==> config.mk <==
export PLATFORM = sky130hd
export DESIGN_NAME = biquad_iir_filter
export DESIGN_NICKNAME = d
export VERILOG_FILES = /design/src/hdl/bqf_pkg.sv /design/src/hdl/bqf_state_mem.sv /design/src/hdl/bqf_mult.sv /design/src/hdl/biquad_iir_filter.sv
export SDC_FILE = /design/constraint.sdc
export NUM_CORES = 2
export LEC_CHECK = 0
export ABC_AREA = 1
export BUFFER_PORTS_ARGS = -buffer_cell sky130_fd_sc_hd__buf_2
export CAP_MARGIN = 15
export CORE_UTILIZATION = 30
export DETAILED_ROUTE_END_ITERATION = 10
export GPL_TIMING_DRIVEN = 0
export MAX_ROUTING_LAYER = met4
export PLACE_DENSITY = 0.43
export SLEW_MARGIN = 10
export SYNTH_ARGS = -nofsm -noshare
export SYNTH_HDL_FRONTEND = slang
export SYNTH_SLANG_ARGS = --single-unit
==> constraint.sdc <==
create_clock -name clock -period 12.5 [get_ports clock]
set_clock_uncertainty 0.2 [all_clocks]
set_input_delay 1.25 -clock clock [delete_from_list [all_inputs] [get_ports clock]]
set_output_delay 1.25 -clock clock [all_outputs]
set_load 0.01 [all_outputs]
==> src/hdl/bqf_pkg.sv <==
// Shared constants, types and saturation functions of the biquad filter.
package bqf_pkg;

   localparam int CHANNELS    = 2;
   localparam int SAMPLE_BITS = 24;

   localparam int COEF_W      = 32;
   localparam int COEF_FRAC   = 28;
   localparam int STATE_FRAC  = 16;
   localparam int STATE_W     = 48;
   localparam int PROD_SHIFT  = COEF_FRAC - STATE_FRAC;
   localparam int FULL_W      = COEF_W + SAMPLE_BITS;
   localparam int PROD_W      = FULL_W - PROD_SHIFT;
   localparam int ACC_W       = ((PROD_W > STATE_W) ? PROD_W : STATE_W) + 2;
   localparam int CH_ID_W     = 2;
   localparam int CH_AW       = (CHANNELS > 1) ? $clog2(CHANNELS) : 1;
   localparam int CSR_AW      = 3;

   localparam logic [CSR_AW-1:0] REG_B0 = 3'd0;
   localparam logic [CSR_AW-1:0] REG_B1 = 3'd1;
   localparam logic [CSR_AW-1:0] REG_B2 = 3'd2;
   localparam logic [CSR_AW-1:0] REG_A1 = 3'd3;
   localparam logic [CSR_AW-1:0] REG_A2 = 3'd4;

   localparam logic signed [COEF_W-1:0] COEF_ONE = COEF_W'(1) << COEF_FRAC;

   localparam logic [CH_ID_W:0] CH_COUNT = (CH_ID_W + 1)'(CHANNELS);

   localparam logic signed [ACC_W-1:0] ROUND_HALF = ACC_W'(1) << (STATE_FRAC - 1);

   localparam logic signed [ACC_W-1:0] Y_MAX =
      {{(ACC_W - SAMPLE_BITS + 1){1'b0}}, {(SAMPLE_BITS - 1){1'b1}}};
   localparam logic signed [ACC_W-1:0] Y_MIN =
      {{(ACC_W - SAMPLE_BITS + 1){1'b1}}, {(SAMPLE_BITS - 1){1'b0}}};
   localparam logic signed [ACC_W-1:0] S_MAX =
      {{(ACC_W - STATE_W + 1){1'b0}}, {(STATE_W - 1){1'b1}}};
   localparam logic signed [ACC_W-1:0] S_MIN =
      {{(ACC_W - STATE_W + 1){1'b1}}, {(STATE_W - 1){1'b0}}};

   typedef struct packed {
      logic               rd;
      logic               wr;
      logic [CH_AW-1:0]   addr;
      logic [STATE_W-1:0] d1;
      logic [STATE_W-1:0] d2;
   } mem_req_type;

   typedef struct packed {
      logic [STATE_W-1:0] d1;
      logic [STATE_W-1:0] d2;
   } mem_data_type;

   function automatic logic [SAMPLE_BITS-1:0] sat_sample(logic signed [ACC_W-1:0] v);
      logic signed [ACC_W-1:0] r;
      r = v;
      if (v > Y_MAX) begin
         r = Y_MAX;
      end else if (v < Y_MIN) begin
         r = Y_MIN;
      end
      return r[SAMPLE_BITS-1:0];
   endfunction

   function automatic logic [STATE_W-1:0] sat_state(logic signed [ACC_W-1:0] v);
      logic signed [ACC_W-1:0] r;
      r = v;
      if (v > S_MAX) begin
         r = S_MAX;
      end else if (v < S_MIN) begin
         r = S_MIN;
      end
      return r[STATE_W-1:0];
   endfunction

endpackage

==> src/hdl/bqf_state_mem.sv <==
// Per-channel delay state memory with registered read and valid bits.
module bqf_state_mem
   import bqf_pkg::*;
(
   input  logic         clock,
   input  logic         reset,
   input  mem_req_type  req,
   output mem_data_type rd_data
);

   mem_data_type            mem [CHANNELS];
   mem_data_type            rd_ff;
   logic [CHANNELS-1:0]     valid_ff;
   logic [CHANNELS-1:0]     valid_in;

   always_comb begin
      valid_in = valid_ff;
      if (req.wr) begin
         valid_in[req.addr] = 1'b1;
      end
   end

   always_ff @(posedge clock) begin
      if (reset) begin
         valid_ff <= '0;
      end else begin
         valid_ff <= valid_in;
      end
   end

   always_ff @(posedge clock) begin
      if (req.wr) begin
         mem[req.addr] <= '{d1: req.d1, d2: req.d2};
      end
      if (req.rd) begin
         if (valid_ff[req.addr]) begin
            rd_ff <= mem[req.addr];
         end else begin
            rd_ff <= '0;
         end
      end
   end

   assign rd_data = rd_ff;

endmodule

==> src/hdl/bqf_mult.sv <==
// Shared coefficient-by-sample multiplier with registered, floor-shifted product.
module bqf_mult
   import bqf_pkg::*;
(
   input  logic                          clock,
   input  logic                          enable,
   input  logic signed [COEF_W-1:0]      coef,
   input  logic signed [SAMPLE_BITS-1:0] operand,
   output logic signed [PROD_W-1:0]      prod
);

   logic signed [FULL_W-1:0] full;
   logic signed [PROD_W-1:0] prod_ff;
   logic signed [PROD_W-1:0] prod_in;

   assign full    = coef * operand;
   assign prod_in = full[FULL_W-1:PROD_SHIFT];

   always_ff @(posedge clock) begin
      if (enable) begin
         prod_ff <= prod_in;
      end
   end

   assign prod = prod_ff;

endmodule

==> src/hdl/biquad_iir_filter.sv <==
// Multi-channel transposed direct form II biquad filter, top level.
//
//   channel   ports                      word
//   --------  -------------------------  ------------------------------------
//   request   req_tvalid/tready/tdata    tdata: sample_in; tuser: channel_id
//   response  rsp_tvalid/tready/tdata    tdata: sample_out; tuser: channel_out
//   config    csr_we/addr/wdata          coef_b0, b1, b2, a1, a2 (Q4.28)
//
// A sample on a built channel makes five passes through the one 32x24
// multiplier, the first alongside the state read, then the state write-back
// and a return to idle; a new sample is accepted only in idle. Samples on
// other channels pass through unchanged via the pass state.
// Synchronous reset loads the coefficient defaults and clears the state
// valid bits at once; no clearing pass. A stalled response holds the
// write-back step until the output register frees.
module biquad_iir_filter
   import bqf_pkg::*;
(
   input  logic                   clock,
   input  logic                   reset,

   input  logic                   req_tvalid,
   output logic                   req_tready,
   input  logic [SAMPLE_BITS-1:0] req_tdata,  // [23:0] sample_in
   input  logic [CH_ID_W-1:0]     req_tuser,  // [1:0] channel_id

   output logic                   rsp_tvalid,
   input  logic                   rsp_tready,
   output logic [SAMPLE_BITS-1:0] rsp_tdata,  // [23:0] sample_out
   output logic [CH_ID_W-1:0]     rsp_tuser,  // [1:0] channel_out

   input  logic                   csr_we,
   input  logic [CSR_AW-1:0]      csr_addr,
   input  logic [COEF_W-1:0]      csr_wdata
);

   localparam logic [2:0] ST_IDLE = 3'd0;
   localparam logic [2:0] ST_P0   = 3'd1;
   localparam logic [2:0] ST_Y    = 3'd2;
   localparam logic [2:0] ST_A1   = 3'd3;
   localparam logic [2:0] ST_B2   = 3'd4;
   localparam logic [2:0] ST_A2   = 3'd5;
   localparam logic [2:0] ST_WB   = 3'd6;
   localparam logic [2:0] ST_PASS = 3'd7;

   logic signed [COEF_W-1:0]      b0_ff, b1_ff, b2_ff, a1_ff, a2_ff;

   logic [2:0]                    state_ff, state_in;
   logic signed [SAMPLE_BITS-1:0] x_ff, x_in;
   logic [CH_ID_W-1:0]            ch_ff, ch_in;
   logic signed [SAMPLE_BITS-1:0] y_ff, y_in;
   logic signed [STATE_W-1:0]     d2_ff, d2_in;
   logic signed [STATE_W-1:0]     d1n_ff, d1n_in;
   logic signed [ACC_W-1:0]       acc_ff, acc_in;

   logic                          rsp_valid_ff, rsp_valid_in;
   logic [SAMPLE_BITS-1:0]        rsp_data_ff, rsp_data_in;
   logic [CH_ID_W-1:0]            rsp_user_ff, rsp_user_in;

   logic                          mult_en;
   logic signed [COEF_W-1:0]      mult_coef;
   logic signed [SAMPLE_BITS-1:0] mult_opd;
   logic signed [PROD_W-1:0]      prod;
   logic signed [ACC_W-1:0]       prod_ext;

   mem_req_type                   mem_req;
   mem_data_type                  mem_rd;

   logic signed [ACC_W-1:0]       sum_y;
   logic signed [ACC_W-1:0]       y_wide;
   logic signed [ACC_W-1:0]       d2_wide;
   logic                          out_free;
   logic                          accept;

   bqf_mult u_mult (
      .clock   (clock),
      .enable  (mult_en),
      .coef    (mult_coef),
      .operand (mult_opd),
      .prod    (prod)
   );

   bqf_state_mem u_mem (
      .clock   (clock),
      .reset   (reset),
      .req     (mem_req),
      .rd_data (mem_rd)
   );

   always_ff @(posedge clock) begin
      if (reset) begin
         b0_ff <= COEF_ONE;
         b1_ff <= '0;
         b2_ff <= '0;
         a1_ff <= '0;
         a2_ff <= '0;
      end else if (csr_we) begin
         unique case (csr_addr)
            REG_B0:  b0_ff <= csr_wdata;
            REG_B1:  b1_ff <= csr_wdata;
            REG_B2:  b2_ff <= csr_wdata;
            REG_A1:  a1_ff <= csr_wdata;
            REG_A2:  a2_ff <= csr_wdata;
            default: ;
         endcase
      end
   end

   assign req_tready = (state_ff == ST_IDLE);
   assign accept     = req_tvalid && req_tready;
   assign out_free   = !rsp_valid_ff || rsp_tready;
   assign prod_ext   = ACC_W'(prod);

   assign sum_y   = prod_ext + ACC_W'($signed(mem_rd.d1)) + ROUND_HALF;
   assign y_wide  = sum_y >>> STATE_FRAC;
   assign d2_wide = acc_ff - prod_ext;

   always_comb begin
      mult_en   = 1'b1;
      mult_coef = b0_ff;
      mult_opd  = x_ff;
      unique case (state_ff)
         ST_P0: begin
            mult_coef = b0_ff;
            mult_opd  = x_ff;
         end
         ST_Y: begin
            mult_coef = b1_ff;
            mult_opd  = x_ff;
         end
         ST_A1: begin
            mult_coef = a1_ff;
            mult_opd  = y_ff;
         end
         ST_B2: begin
            mult_coef = b2_ff;
            mult_opd  = x_ff;
         end
         ST_A2: begin
            mult_coef = a2_ff;
            mult_opd  = y_ff;
         end
         default: begin
            mult_en = 1'b0;
         end
      endcase
   end

   always_comb begin
      state_in     = state_ff;
      x_in         = x_ff;
      ch_in        = ch_ff;
      y_in         = y_ff;
      d2_in        = d2_ff;
      d1n_in       = d1n_ff;
      acc_in       = acc_ff;
      rsp_valid_in = rsp_valid_ff && !rsp_tready;
      rsp_data_in  = rsp_data_ff;
      rsp_user_in  = rsp_user_ff;

      mem_req      = '0;
      mem_req.addr = ch_ff[CH_AW-1:0];
      mem_req.d1   = d1n_ff;
      mem_req.d2   = sat_state(d2_wide);

      unique case (state_ff)
         ST_IDLE: begin
            if (accept) begin
               x_in  = req_tdata;
               ch_in = req_tuser;
               if ({1'b0, req_tuser} < CH_COUNT) begin
                  state_in = ST_P0;
               end else begin
                  state_in = ST_PASS;
               end
            end
         end
         ST_P0: begin
            mem_req.rd = 1'b1;
            state_in   = ST_Y;
         end
         ST_Y: begin
            y_in     = sat_sample(y_wide);
            d2_in    = mem_rd.d2;
            state_in = ST_A1;
         end
         ST_A1: begin
            acc_in   = ACC_W'(d2_ff) + prod_ext;
            state_in = ST_B2;
         end
         ST_B2: begin
            acc_in   = acc_ff - prod_ext;
            state_in = ST_A2;
         end
         ST_A2: begin
            d1n_in   = sat_state(acc_ff);
            acc_in   = prod_ext;
            state_in = ST_WB;
         end
         ST_WB: begin
            if (out_free) begin
               mem_req.wr   = 1'b1;
               rsp_valid_in = 1'b1;
               rsp_data_in  = y_ff;
               rsp_user_in  = ch_ff;
               state_in     = ST_IDLE;
            end
         end
         ST_PASS: begin
            if (out_free) begin
               rsp_valid_in = 1'b1;
               rsp_data_in  = x_ff;
               rsp_user_in  = ch_ff;
               state_in     = ST_IDLE;
            end
         end
         default: begin
            state_in = ST_IDLE;
         end
      endcase
   end

   always_ff @(posedge clock) begin
      if (reset) begin
         state_ff     <= ST_IDLE;
         rsp_valid_ff <= 1'b0;
      end else begin
         state_ff     <= state_in;
         rsp_valid_ff <= rsp_valid_in;
      end
   end

   always_ff @(posedge clock) begin
      x_ff        <= x_in;
      ch_ff       <= ch_in;
      y_ff        <= y_in;
      d2_ff       <= d2_in;
      d1n_ff      <= d1n_in;
      acc_ff      <= acc_in;
      rsp_data_ff <= rsp_data_in;
      rsp_user_ff <= rsp_user_in;
   end

   assign rsp_tvalid = rsp_valid_ff;
   assign rsp_tdata  = rsp_data_ff;
   assign rsp_tuser  = rsp_user_ff;

endmodule
==> flow_metrics.tcl <==
set metrics [dict create \
    synth_top_area_share_pct 25.1 \
    synth_edf_count 554 \
    hold_viol 0 \
    synth_cells 8015 \
    ys_seq_area_share_pct 30.1 \
    path_clk_slew_ps 60 \
    critPathSlowestCell "clkinv_1" \
    htree_levels 3 \
    finalSetupViolations 0 \
    fin_area_sq_um 73900 \
    netlist_area_sq_um 66200 \
    worstPathArrival_ps 11710 \
    path_max_fanout 10 \
    grt_pass1_wl_um 386000 \
    grt_max_degree 55 \
    ctsResizeCount 0 \
    insertion_delay_ps 720 \
    grt_util_all_layers_pct 24.7 \
    place.gp.congestion 0.960 \
    drtPass1Iterations 5 \
    initial_core_util_pct 30.2 \
    dp.cells 11000 \
    path_buf_inv 8 \
    cts_post_setup_buffers_inserted 0 \
    regArea_sq_um 20000 \
    async_reset_ff_share_pct 0 \
    layout.cells.non_filler 11200 \
    clock.fmax_ghz 0.0873 \
    core_sq_um 220000 \
    n_fill_cell 23500 \
    hold_ws_ps 206 \
    maxCapViolCount 0 \
    crit_path_end_kind "flip-flop" \
    grt_pass1_vias 55100 \
    drc_errors 0 \
    die_y_um 472 \
    yosysTopAreaCell "edfxtp_1" \
    dieArea_sq_um 223000 \
    syn_to_final_growth_pct 11.6 \
    drv_slew 0 \
    min_period_ps 11450 \
    syn_area_per_cell_sq_um 8.26 \
    cts-root-buf "clkbuf_16" \
    ctsHoldBuffers 0 \
    hold_path.class "reg2reg" \
    cts.path.max_buffers 3 \
    fin_crit_sh_pct 91.6 \
    ys_types 61 \
    path_delay_family "adder cells" \
    drt_iter0_markers 4712 \
    portBuffers 93 \
    yosys_most_used_dff "edfxtp_1" \
    clock-sinks 720 \
    antenna_left 0 \
    nets 9425 \
    antenna_found_initial 26 \
    worstSetupStartpointType "flip-flop" \
    via_per_inst 4.88 \
    ys_top_cells_by_area "edfxtp_1 25%, fa_1 24%, nand2_1 11%" \
    critPathKind "reg2reg" \
    worstMarginPinSlew_ps 1340 \
    dp_hpwl_um 222000 \
    synth.ff_latch_count 720 \
    outcome "completed" \
    num_io_pins 94 \
    wirelength_um 268000 \
    multiInputGateArea_sq_um 39300 \
    route.vias.total 54500 \
    rsz0062_at_grt "no" \
    crit_required_ps 12760 \
    cpPeakStageDelay_ps 930 \
    place_area_sq_um 71000 \
    slew_headroom_pct 10.5 \
    synth.net_count 9204 \
    wl_per_cell_um 23.9 \
    layout-drive-gt1-share_pct 5.00 \
    critPathMostFrequentCell "fa_1" \
    cts_made_buffers 88 \
    ys_warn_count 0 \
    grt-ovfl-total 0 \
    cts_tree "yes" \
    die_x_um 472 \
    rows 172 \
]
## area by class of cell
type | count | share of cell area [%]
Tap cell | 2871 | 4.86
Clock buffer | 116 | 3.22
Multi-Input combinational cell | 5452 | 53.1
Antenna cell | 9 | 0.0305
Inverter | 1570 | 7.98
Sequential cell | 720 | 27.0
Buffer | 273 | 1.62
Timing Repair Buffer | 131 | 1.52
Clock inverter | 41 | 0.645
## kinds of logic after synthesis
| logic type | Yosys count | share of synthesized area [%] |
|---|---|---|
| and+or+nand+nor | 3243 | 19.3 |
| AOI/OAI and AO/OA | 974 | 8.20 |
| DFF | 720 | 30.1 |
| muxes | 2 | 0.0340 |
| buffers and inverters | 1843 | 10.7 |
| adders and majority gates | 1123 | 30.1 |
| xor gates and xnor gates | 110 | 1.48 |
## per-layer routing
layer | wire [um] | track usage, % | vias up | part of all wire, %
met4 | 6290 | 5.69 | 0 | 2.3
li1 | - | - | 25300 | -
met2 | 120000 | 37.9 | 1694 | 45
met1 | 124000 | 34.1 | 27300 | 46
met3 | 17800 | 4.07 | 268 | 6.7
met5 | 0 | - | - | 0
## sequential cells by signal (all words and copies together) (netlist names), 44 cells and up
| signal | count |
|---|---|
| u_mem.mem | 192 |
| u_mem.rd_data | 96 |
| acc_ff | 50 |
| d1n_ff | 48 |
| d2_ff | 48 |
| u_mult.prod | 44 |
## cell usage after synthesis (16+ instances only)
library cell,count
a21o_1,25
a21oi_1,315
a22oi_1,23
a31oi_1,42
buf_2,45
clkbuf_1,197
dfxtp_1,166
edfxtp_1,554
fa_1,784
ha_1,339
inv_1,1543
inv_2,16
nand2_1,1887
nand3_1,153
nand4_1,56
nor2_1,1025
nor3_1,44
o21a_1,24
o21ai_0,429
o21ai_1,16
o21bai_1,37
xnor2_1,32
xor2_1,76
## stage by stage
step           util (%)  TNS, ps  worst slack, ps
3_5_place_dp       32.3        0             1350
3_3_place_gp       32.0  -204080            -2190
5_1_grt            33.7        0              766
6_report           33.7        0             1050
2_1_floorplan         -        0             3110
4_1_cts            33.6        0             1310
## cell usage in the layout, fill, tap and decap left out, drive strengths merged, types with 3 or more instances in the layout
master,n
a211oi,5
a21boi,12
a21o,25
a21oi,317
a22oi,23
a31o,4
a31oi,42
and2,12
and3,9
buf,205
bufinv,7
clkbuf,315
clkinv,32
clkinvlp,7
dfxtp,166
diode,9
edfxtp,554
fa,784
ha,339
inv,1565
nand2,1901
nand3,157
nand3b,7
nand4,56
nor2,1033
nor3,44
nor4,14
o2111ai,8
o211ai,6
o21a,24
o21ai,456
o21bai,38
o31ai,3
or2,8
xnor2,32
xor2,78
## path summary, 6_finish.rpt
check	startpoint	endpoint	slack, ps	depth (start not counted)
worst max register to register	state_ff[2]	u_mult.prod[33]	1050	29
worst min register to register	u_mem.rd_data[29]	d2_ff[29]	210	0
worst min-delay path	u_mem.rd_data[29]	d2_ff[29]	210	0
worst max-delay path	state_ff[2]	u_mult.prod[33]	1050	29
Power is not shown: default switching activity piles up to over one toggle a cycle in this logic, so the estimate is an artifact.
